### src/rtl/asmb_pkg.sv
// Shared types, constants and tables for the affine SRT matrix builder.
package asmb_pkg;

	localparam int CORDIC_STEPS = 16;
	localparam int FRAC_BITS    = 16;
	localparam int CW           = 34;   // Q30 working width
	localparam int DW           = 32;   // entry width
	localparam int STEP_W       = 5;

	typedef logic signed [CW-1:0] cw_t;

	localparam cw_t Q30_HALF_PI = 34'sd1686629713;
	localparam cw_t Q30_PI      = 34'sd3373259426;
	localparam cw_t CORDIC_GAIN = 34'sd652032874;

	localparam logic [1:0]    ROW_LAST  = 2'd3;
	localparam logic [DW-1:0] ONE_ENTRY = DW'(1) << FRAC_BITS;

	typedef struct packed {
		cw_t  x;
		cw_t  y;
		cw_t  z;
		logic neg;
	} lane_t;

	typedef struct packed {
		lane_t [2:0]          lane;
		logic  [2:0][DW-1:0]  scl;
		logic  [2:0][DW-1:0]  shf;
	} cstage_t;

	typedef struct packed {
		logic [2:0][2:0][DW-1:0] ent;
		logic [2:0]              ovf;
		logic [2:0][DW-1:0]      shf;
	} matrix_t;

	function automatic cw_t atan_q30(input logic [STEP_W-1:0] i);
		cw_t r;
		case (i)
			5'd0:    r = 34'sd843314857;
			5'd1:    r = 34'sd497837829;
			5'd2:    r = 34'sd263043837;
			5'd3:    r = 34'sd133525159;
			5'd4:    r = 34'sd67021687;
			5'd5:    r = 34'sd33543516;
			5'd6:    r = 34'sd16775851;
			5'd7:    r = 34'sd8388437;
			5'd8:    r = 34'sd4194283;
			5'd9:    r = 34'sd2097149;
			5'd10:   r = 34'sd1048576;
			5'd11:   r = 34'sd524288;
			5'd12:   r = 34'sd262144;
			5'd13:   r = 34'sd131072;
			5'd14:   r = 34'sd65536;
			5'd15:   r = 34'sd32768;
			5'd16:   r = 34'sd16384;
			5'd17:   r = 34'sd8192;
			5'd18:   r = 34'sd4096;
			5'd19:   r = 34'sd2048;
			5'd20:   r = 34'sd1024;
			5'd21:   r = 34'sd512;
			5'd22:   r = 34'sd256;
			5'd23:   r = 34'sd128;
			default: r = '0;
		endcase
		return r;
	endfunction

endpackage

### src/rtl/asmb_cordic_cell.sv
// One CORDIC rotation step for the three angle lanes, registered.
module asmb_cordic_cell (
	input  logic                      clk,
	input  logic                      arst_n,
	input  logic                      en,
	input  logic [asmb_pkg::STEP_W-1:0] step,
	input  logic                      in_valid,
	input  asmb_pkg::cstage_t         in_data,
	output logic                      out_valid,
	output asmb_pkg::cstage_t         out_data
);
	import asmb_pkg::*;

	cstage_t nxt;
	cw_t     at;
	logic    vld_q;
	cstage_t dat_q;

	always_comb begin
		cw_t xs, ys;
		logic pos;
		nxt = in_data;
		at  = atan_q30(step);
		for (int k = 0; k < 3; k++) begin
			xs  = $signed(in_data.lane[k].x) >>> step;
			ys  = $signed(in_data.lane[k].y) >>> step;
			pos = !in_data.lane[k].z[CW-1];
			if (pos) begin
				nxt.lane[k].x = in_data.lane[k].x - ys;
				nxt.lane[k].y = in_data.lane[k].y + xs;
				nxt.lane[k].z = in_data.lane[k].z - at;
			end else begin
				nxt.lane[k].x = in_data.lane[k].x + ys;
				nxt.lane[k].y = in_data.lane[k].y - xs;
				nxt.lane[k].z = in_data.lane[k].z + at;
			end
		end
	end

	always_ff @(posedge clk or negedge arst_n) begin
		if (!arst_n) vld_q <= 1'b0;
		else if (en) vld_q <= in_valid;
	end

	always_ff @(posedge clk) begin
		if (en) dat_q <= nxt;
	end

	assign out_valid = vld_q;
	assign out_data  = dat_q;
endmodule

### config.mk
export PLATFORM = sky130hd
export DESIGN_NAME = asmb_cordic_cell
export DESIGN_NICKNAME = d
export VERILOG_FILES = /design/src/rtl/asmb_pkg.sv /design/src/rtl/asmb_cordic_cell.sv
export SDC_FILE = /design/constraint.sdc
export NUM_CORES = 2
export LEC_CHECK = 0
export BUFFER_PORTS_ARGS = -buffer_cell sky130_fd_sc_hd__clkbuf_2
export CAP_MARGIN = 0
export CORE_AREA = 2 2 393 395
export CTS_BUF_LIST = sky130_fd_sc_hd__clkbuf_8
export CTS_CLUSTER_SIZE = 24
export DETAILED_ROUTE_END_ITERATION = 16
export DIE_AREA = 0 0 395 397
export SYNTH_ARGS = -nofsm -noshare
export SYNTH_HDL_FRONTEND = slang
export SYNTH_SLANG_ARGS = --single-unit
### constraint.sdc
create_clock -name clk -period 1.81 [get_ports clk]
set_input_delay 0.2715 -clock clk [delete_from_list [all_inputs] [get_ports clk]]
set_output_delay 0.2715 -clock clk [all_outputs]
set_load 0.02 [all_outputs]
==> flow_summary.json <==
{
  "status": "finished with violations",
  "violations": "negative hold slack, negative setup slack",
  "path_max_fanout": 5,
  "cts_buffer_depth": 3,
  "synth_top_area_share": 0.3016,
  "layout_common_cells": "2260 x buf_4, 1001 x clkbuf_2, 501 x edfxtp_1",
  "dr.pass1.iters": 6,
  "grt_pass1_wl_um": 413600,
  "grt_max_degree": 94,
  "cpPeakStageDelay_ns": 0.52,
  "die_y_um": 397,
  "avgSynthCellArea_um2": 9.751,
  "root_buffer": "clkbuf_8",
  "die_area_um2": 156800,
  "multiInputGateArea_um2": 39040,
  "placed_cell_area_um2": 75350,
  "antenna_left": 0,
  "crit_top_cell": "buf_12",
  "leakage_nw": 39.14,
  "critPathTopFamily": "compound AO/OA/AOI/OAI gates",
  "grt-ovfl-total": 0,
  "fmax_ghz": 0.2121,
  "yosys-top-cells-area": "edfxtp_1 30%, mux4_2 9.5%, ha_1 7.8%, xnor2_1 5.2%, a21oi_1 4.3%",
  "syn_inst": 5116,
  "num_io_pins": 1012,
  "rr_startpoint": "out_valid",
  "arrival_ns": 5.32,
  "fillers": 13316,
  "finalSetupTns_ns": -649.60,
  "async_flop_share": 0.001992,
  "cts_hold_buf": 208,
  "vias": 59870,
  "hold_viol": 10,
  "coreArea_um2": 153000,
  "rsz0062_at_grt": "yes",
  "die-width_um": 395,
  "crit_buf_inv": 9,
  "start_util": 0.3261,
  "clock_skew_ns": 0,
  "cts_buffers": 88,
  "vdd_ir_drop_max_uv": 966.0,
  "grt.total_usage": 0.3599,
  "regArea_um2": 15070,
  "setup_viol": 314,
  "fin_hold_ws_ns": -0.2210,
  "path_class": "input port to register",
  "period_share": 2.604,
  "syn-num-nets": 5947,
  "synth_warnings": 0,
  "final_area_um2": 86720,
  "clock_latency_ns": 0.82,
  "min_from": "in_data[193]",
  "wirelength_um": 298900,
  "power_density_nw_per_um2": 815.3,
  "ys_types": 100,
  "via_per_inst": 5.557,
  "hpwl_um": 241900,
  "slew-limit-headroom": 0.2506,
  "rows": 144,
  "cp-startpoint": "step[0]",
  "drc": 0,
  "place_congestion": 1.034,
  "drive_gt1_frac": 0.5649,
  "timing.final.crit_period_ns": 4.714,
  "syn_to_final_growth_pct": 73.83,
  "layout_commonest_cell": "buf_4",
  "grt_pass1_vias": 59798,
  "wl_per_cell_um": 27.75,
  "cp.required_ns": 2.42,
  "setup_slack_ns": -2.904,
  "worst_pin_slew_ns": 1.124,
  "path_clk_slew_ns": 0.06,
  "slew_viol_final": 0,
  "critPathLaunchType": "input port",
  "hold_class": "input port to register",
  "numPortBuffers": 1011,
  "antenna_found_initial": 34,
  "synth_edf_count": 501,
  "worstSetupEndpointType": "register",
  "cts_tree": "yes",
  "seq_area_frac_synth": 0.3021,
  "yosys.area.top_type": "edfxtp_1",
  "ys_dominant_reg_cell": "edfxtp_1",
  "dr.first_iter.drc_count": 4728,
  "htreeDepth": 3,
  "slowest_stage": "mux4_2",
  "cts.sinks": 502,
  "drv_cap": 0,
  "nets": 9467,
  "synth_seq_cells": 502,
  "synth_area_um2": 49890
}
per-stage QoR:
step / setup slack (ns) / utilization / std cells / power, W
after floorplan: -3.832 / - / 5116 / 0.03540
after global placement: -3.917 / 0.4926 / 10097 / 0.05314
after detailed placement: -3.977 / 0.4926 / 10097 / 0.05335
after CTS: -2.781 / 0.5424 / 10630 / 0.06766
after global routing: -3.075 / 0.5667 / 10761 / 0.07363
final: -2.904 / 0.5669 / 10773 / 0.07070
state kept, by name (all words and copies together), names as in the netlist:
register / flops
out_data: 501
out_valid: 1
cell usage after synthesis, types with 36 or more instances:
cell type	instances
clkbuf_1	129
a31oi_1	95
mux2i_1	187
mux2_2	118
nand2_1	375
xnor2_1	297
inv_1	121
mux4_2	211
nor2b_1	54
o21a_1	66
nand3_1	85
a211oi_1	66
o211ai_1	36
nor3_1	72
and2_1	62
nand2b_1	55
o21bai_1	46
a21o_1	151
and3_1	56
buf_2	77
edfxtp_1	501
xor2_1	196
a21oi_1	432
nor2_1	418
ha_1	312
a22oi_1	48
o21ai_0	237
o22ai_1	59
timing repair:
| action | 4_1_cts | 5_1_grt |
|---|---|---|
| setup buffers | 157 | 168 |
| cloned | 10 | 0 |
| gates resized for setup | 437 | 575 |
| endpoints found under the hold margin | 272 | 12 |
| pin swaps | 301 | 469 |
| setup endpoints to repair | 329 | 320 |
cell type report:
type	instances	share of cell area
sequential	502	0.1738
clock inverter	67	0.006002
clock buffer	94	0.01492
timing repair buffer	3708	0.3193
tap	2044	0.02949
inverter	123	0.005627
multi-input combinational	4213	0.4503
antenna	22	0.0006348
final timing paths:
check / endpoint / slack, ns / depth (start not counted)
worst max register to register: out_valid / 1.05 / 1
min in group asynchronous: out_valid / 0.31 / 3
worst min register to register: out_valid / 0.53 / 1
worst min-delay path: out_data[193] / -0.22 / 2
worst max-delay path: out_data[358] / -2.90 / 26
max in group asynchronous: out_valid / 1.40 / 3
cells by family after synthesis:
logic type,share of synthesized area
multiplexers,0.1596
XOR/XNOR,0.08655
adder cells (fa/ha/maj),0.08186
AO/OA/AOI/OAI,0.2013
buffers and inverters,0.03737
AND/OR/NAND/NOR,0.1312
flip-flops,0.3021
power breakdown:
group | internal, W | switching (W) | leakage (nW)
clock | 0.00586 | 0.00549 | 1.01
combinational | 0.0198 | 0.0226 | 33.2
sequential | 0.0160 | 0.000977 | 4.92
routing by layer:
metal  track usage  wire length, µm  vias up
li1              -                -    26754
met1        0.4281           114200    29416
met2        0.5975           140400     2870
met3       0.08019            23270      798
met4        0.2092            20920       32
met5             0              206        -
Note: power is estimated with default switching activity, not from simulation.
