==> src/rtl/asmb_pkg.sv <==
// Shared types, constants and tables for the affine SRT matrix builder.
package asmb_pkg;

	localparam int CORDIC_STEPS = 16;
	localparam int FRAC_BITS    = 16;
	localparam int CW           = 34;   // Q30 working width
	localparam int DW           = 32;   // entry width
	localparam int STEP_W       = 5;

	typedef logic signed [CW-1:0] cw_t;

	localparam cw_t Q30_HALF_PI = 34'sd1686629713;
	localparam cw_t Q30_PI      = 34'sd3373259426;
	localparam cw_t CORDIC_GAIN = 34'sd652032874;

	localparam logic [1:0]    ROW_LAST  = 2'd3;
	localparam logic [DW-1:0] ONE_ENTRY = DW'(1) << FRAC_BITS;

	typedef struct packed {
		cw_t  x;
		cw_t  y;
		cw_t  z;
		logic neg;
	} lane_t;

	typedef struct packed {
		lane_t [2:0]          lane;
		logic  [2:0][DW-1:0]  scl;
		logic  [2:0][DW-1:0]  shf;
	} cstage_t;

	typedef struct packed {
		logic [2:0][2:0][DW-1:0] ent;
		logic [2:0]              ovf;
		logic [2:0][DW-1:0]      shf;
	} matrix_t;

	function automatic cw_t atan_q30(input logic [STEP_W-1:0] i);
		cw_t r;
		case (i)
			5'd0:    r = 34'sd843314857;
			5'd1:    r = 34'sd497837829;
			5'd2:    r = 34'sd263043837;
			5'd3:    r = 34'sd133525159;
			5'd4:    r = 34'sd67021687;
			5'd5:    r = 34'sd33543516;
			5'd6:    r = 34'sd16775851;
			5'd7:    r = 34'sd8388437;
			5'd8:    r = 34'sd4194283;
			5'd9:    r = 34'sd2097149;
			5'd10:   r = 34'sd1048576;
			5'd11:   r = 34'sd524288;
			5'd12:   r = 34'sd262144;
			5'd13:   r = 34'sd131072;
			5'd14:   r = 34'sd65536;
			5'd15:   r = 34'sd32768;
			5'd16:   r = 34'sd16384;
			5'd17:   r = 34'sd8192;
			5'd18:   r = 34'sd4096;
			5'd19:   r = 34'sd2048;
			5'd20:   r = 34'sd1024;
			5'd21:   r = 34'sd512;
			5'd22:   r = 34'sd256;
			5'd23:   r = 34'sd128;
			default: r = '0;
		endcase
		return r;
	endfunction

endpackage

==> src/rtl/asmb_row_out.sv <==
// Holds one finished matrix and sends it as four row transfers.
module asmb_row_out (
	input  logic              clk,
	input  logic              arst_n,
	input  logic              in_valid,
	input  asmb_pkg::matrix_t in_data,
	output logic              take,
	output logic              m_tvalid,
	input  logic              m_tready,
	output logic [135:0]      m_tdata,   // row_index[1:0], col0..col3 (32 each), zero pad
	output logic              m_tlast,
	output logic              m_tuser    // overflow
);
	import asmb_pkg::*;

	logic       busy_q;
	logic [1:0] row_q;
	matrix_t    mat_q;
	logic       fire, load;
	logic [DW-1:0] c0, c1, c2, c3;
	logic       ovf;

	assign fire = busy_q && m_tready;
	assign take = !busy_q || (fire && row_q == ROW_LAST);
	assign load = take && in_valid;

	always_ff @(posedge clk or negedge arst_n) begin
		if (!arst_n) begin
			busy_q <= 1'b0;
			row_q  <= '0;
		end else if (load) begin
			busy_q <= 1'b1;
			row_q  <= '0;
		end else if (fire) begin
			if (row_q == ROW_LAST) busy_q <= 1'b0;
			row_q <= row_q + 2'd1;
		end
	end

	always_ff @(posedge clk) begin
		if (load) mat_q <= in_data;
	end

	always_comb begin
		if (row_q == ROW_LAST) begin
			c0  = mat_q.shf[0];
			c1  = mat_q.shf[1];
			c2  = mat_q.shf[2];
			c3  = ONE_ENTRY;
			ovf = 1'b0;
		end else begin
			c0  = mat_q.ent[row_q][0];
			c1  = mat_q.ent[row_q][1];
			c2  = mat_q.ent[row_q][2];
			c3  = '0;
			ovf = mat_q.ovf[row_q];
		end
	end

	assign m_tvalid = busy_q;
	assign m_tdata  = {6'd0, c3, c2, c1, c0, row_q};
	assign m_tlast  = (row_q == ROW_LAST);
	assign m_tuser  = ovf;

	a_done: assert property (@(posedge clk) disable iff (!arst_n)
		(fire && row_q == ROW_LAST && !in_valid) |=> !busy_q)
		else $error("row sender stayed busy after final row");
	a_adv: assert property (@(posedge clk) disable iff (!arst_n)
		(fire && row_q != ROW_LAST) |=> (busy_q && row_q == $past(row_q) + 2'd1))
		else $error("row index did not advance");
	a_hold: assert property (@(posedge clk) disable iff (!arst_n)
		(busy_q && !m_tready) |=> $stable(row_q))
		else $error("row index moved during stall");
endmodule

==> config.mk <==
export PLATFORM = sky130hd
export DESIGN_NAME = asmb_row_out
export DESIGN_NICKNAME = d
export VERILOG_FILES = /design/src/rtl/asmb_pkg.sv /design/src/rtl/asmb_row_out.sv
export SDC_FILE = /design/constraint.sdc
export NUM_CORES = 1
export LEC_CHECK = 0
export BUFFER_PORTS_ARGS = -buffer_cell sky130_fd_sc_hd__buf_4
export CAP_MARGIN = 20
export CELL_PAD_IN_SITES_DETAIL_PLACEMENT = 1
export CELL_PAD_IN_SITES_GLOBAL_PLACEMENT = 2
export CORE_ASPECT_RATIO = 1.5
export CORE_MARGIN = 4
export CORE_UTILIZATION = 38
export DETAILED_ROUTE_END_ITERATION = 10
export GPL_ROUTABILITY_DRIVEN = 0
export PLACE_DENSITY = 0.84
export REMOVE_ABC_BUFFERS = 1
export SETUP_SLACK_MARGIN = 0.5
export SYNTH_ARGS = -nofsm -noshare
export SYNTH_HDL_FRONTEND = slang
export SYNTH_SLANG_ARGS = --single-unit
==> constraint.sdc <==
create_clock -name clk -period 15.64 [get_ports clk]
set_clock_uncertainty 0.15 [all_clocks]
set_input_delay 3.128 -clock clk [delete_from_list [all_inputs] [get_ports clk]]
set_output_delay 3.128 -clock clk [all_outputs]
set_load 0.01 [all_outputs]
==> reports/qor.txt <==
most used cell, CP: buf_4
LEAKAGE: 7.991 nW
Syn-to-layout area delta: 33.54%
share of layout cells above drive strength 1: 50.38%
Final #Nets: 1,672
total gr overflow: 0
Critical Path Fanout Max: 70
final slew viol count: 0
H-tree Lvls: 2
Met3 Routed Length: 3075 um
outcome: complete, no violations
TritonCTS clock tree: done
cell area after technology mapping: 0.01560 mm2
Post-CTS Resized: 0
# clock sinks: 390
critical path class: register to output port
Post-synth top flop: edfxtp_1
cell count of the worst reg-to-reg path: 7
fin worst setup slack: 8.723 ns
Reg area: 0.01170 mm2
clk_lat worst skew: 0.52 ns
DIE AREA: 0.04442 mm2
Critical Path AT: 3.64 ns
FF+latch count, synth: 390
CTS Buffer Depth: 3
DR DRC count: 0
initial DRC count: 683
Detail Placement HPWL: 32,160 um
r2r setup slk: 10.70 ns
Hold Crit Start: m_tvalid
Design Area, Final: 0.02083 mm2
fin crit share: 44.23%
WP buf/inv: 3
core box area: 0.04043 mm2
highest layer used for signal routing: met4
Total GRT Usage: 19.63%
total number of vias: 9,221
Placed Cells incl. Taps: 1,744
endpoint class of the critical path: output port
global-route wire length before repair: 65,490 um
worst r2r dst: mat_q[146]
Port-buffer cells: 493
WL met1: 14,960 um
Multi-input gate area: 0.003400 mm2
WL/cell: 24.96 um
PwrDens: 168.7 mW/mm2
DP Area: 0.01952 mm2
CP peak stage delay: 0.72 ns
antenna-violating nets left: 0
required time worst endpoint: 12.36 ns
Worst Setup Start Kind: register
Setup Total Neg Slack: 0 ns
Synthesis Warnings: 0
fmax: 144.6 MHz
# fillers: 3,823
clock slew at reported path FFs: 0.06 ns
root buf cell: clkbuf_16
slowest CP cell: dfrtp_4
slew of the pin with the lowest slew margin: 1.016 ns
min cycle time layout: 6.917 ns
met2 wire length: 25,860 um
worst hold endpoint: m_tvalid
Place WS: 8.786 ns
FFs w/ async S/R, synth: 0.7692%
sequential fraction of the synthesis area: 74.99%
critical path depth in cells: 6
Cell Rows: 90
Chip Height: 256.1 um
RSZ-0062 raised after global routing: false
DRT Wirelength: 45,630 um
largest net degree at the start of global routing: 90
setup violators final: 0
CP Cell Sequence: ha_4, buf_4, nor2_4, buf_4, a221o_1, buf_4
first drt pass iteration count: 5
fin cells: 1,828
RR Startpoint: row_q[1]
cell family with most CP delay: buffers and inverters
post-synth cell types: 25
initial core utilization: 38.58%
Hold Fails Final Rpt: 0
vias in the first global route: 10.29k
VDD IR-drop max: 114.7 uV
Post-synth EDFFs: 387
hold depth: 2
hold buffer count at cts: 0
Num CTS Buffers: 39
Worst slew margin: 32.24%
IO Pins: 531
initial antenna violation count: 12
DIE WIDTH: 173.4 um
via/cell ratio: 5.044
max-cap violations: 0
Mapped Cells: 790
Syn Area/Cell: 19.74 um2
fin util: 51.52%
# Post-CTS Setup Buffers: 0
Hold Path Class: register to register
## cell families (layout without fill, tap and decap cells)
logic type                 Yosys count  count (layout)  synth area share (%)
and+or+nand+nor                    108             108                 5.046
muxes                               97              97                 9.282
other                                1              49               0.02404
buffers and inverters               93             577                 4.252
DFF                                390             390                 74.99
adders and majority gates            1               1               0.08021
AOI/OAI and AO/OA                  100             100                 6.322
## metrics by stage
stage,power [W],hold WS [ns]
after global placement,0.002584,0.4478
after floorplan,0.002122,0.4818
after CTS,0.003559,0.4841
final,0.003514,0.5061
after detailed placement,0.002613,0.4683
after global routing,0.003672,0.5320
## layout by cell type, fill, tap and decap left out, types with 2 or more instances in the layout
cell and count:
nor3b_1 95, clkbuf_1 8, diode_2 12, buf_4 504
dfrtp_1 2, clkinv_1 10, bufinv_16 4, clkinv_2 7
mux2_4 95, conb_1 37, nand2b_1 2, clkbuf_16 41
nand2_1 5, a211oi_1 2, edfxtp_1 387, a221o_1 96
o21ai_0 2
## worst max path at each step
stage	from	endpoint	slack, ns
after global routing	row_q[1]	m_tdata[51]	8.53
after global placement	m_tready	take	8.80
final	row_q[1]	m_tdata[51]	8.72
after floorplan	row_q[1]	mat_q[0]	-1.90
after CTS	row_q[1]	m_tdata[51]	8.66
after detailed placement	m_tready	mat_q[146]	8.79
## cell type report
cell class | count | share of cell area [%]
sequential | 390 | 56.18
antenna | 12 | 0.1442
inverter | 1 | 0.01802
timing repair buffer | 505 | 18.26
tap | 506 | 3.040
multi-input combinational | 343 | 16.32
clock inverter | 22 | 0.9672
clock buffer | 49 | 5.070
## worst register-to-register path: stages (launching register included)
cell and delay, ns:
dfrtp_4 0.72, ha_4 0.63, nand2_1 0.13, nand2_1 0.16, and2_4 0.56, buf_12 0.35
buf_4 0.82, buf_4 0.92
## metal layers
layer / vias to the layer above / track usage [%]
met5: - / 0
met1: 4605 / 19.69
li1: 4152 / -
met4: 0 / 8.964
met3: 82 / 5.053
met2: 382 / 37.51
## power breakdown
group / leakage, nW / switching (W) / internal (W)
Combinational: 3.82 / 0.000641 / 0.000604
Sequential: 3.55 / 0.0000478 / 0.00129
Clock: 0.618 / 0.000391 / 0.000545
Total: 7.99 / 0.00108 / 0.00243
## state kept, by name (all words and copies together) (netlist names)
name / count
m_tvalid: 1
mat_q: 387
row_q: 2
## cells in the mapped netlist, types with 3 or more instances
| cell | instances | area (um2) |
|---|---|---|
| buf_1 | 9 | 33.78 |
| clkbuf_1 | 19 | 71.32 |
| nand2_1 | 5 | 18.77 |
| dfrtp_1 | 3 | 75.07 |
| buf_4 | 40 | 300.3 |
| buf_6 | 7 | 78.83 |
| nor3b_1 | 95 | 713.2 |
| buf_8 | 9 | 135.1 |
| edfxtp_1 | 387 | 11620 |
| mux2_4 | 95 | 1426 |
| buf_2 | 8 | 40.04 |
| nand2b_1 | 3 | 18.77 |
| a221o_1 | 96 | 960.9 |
Power figures use the tool's default switching activity.
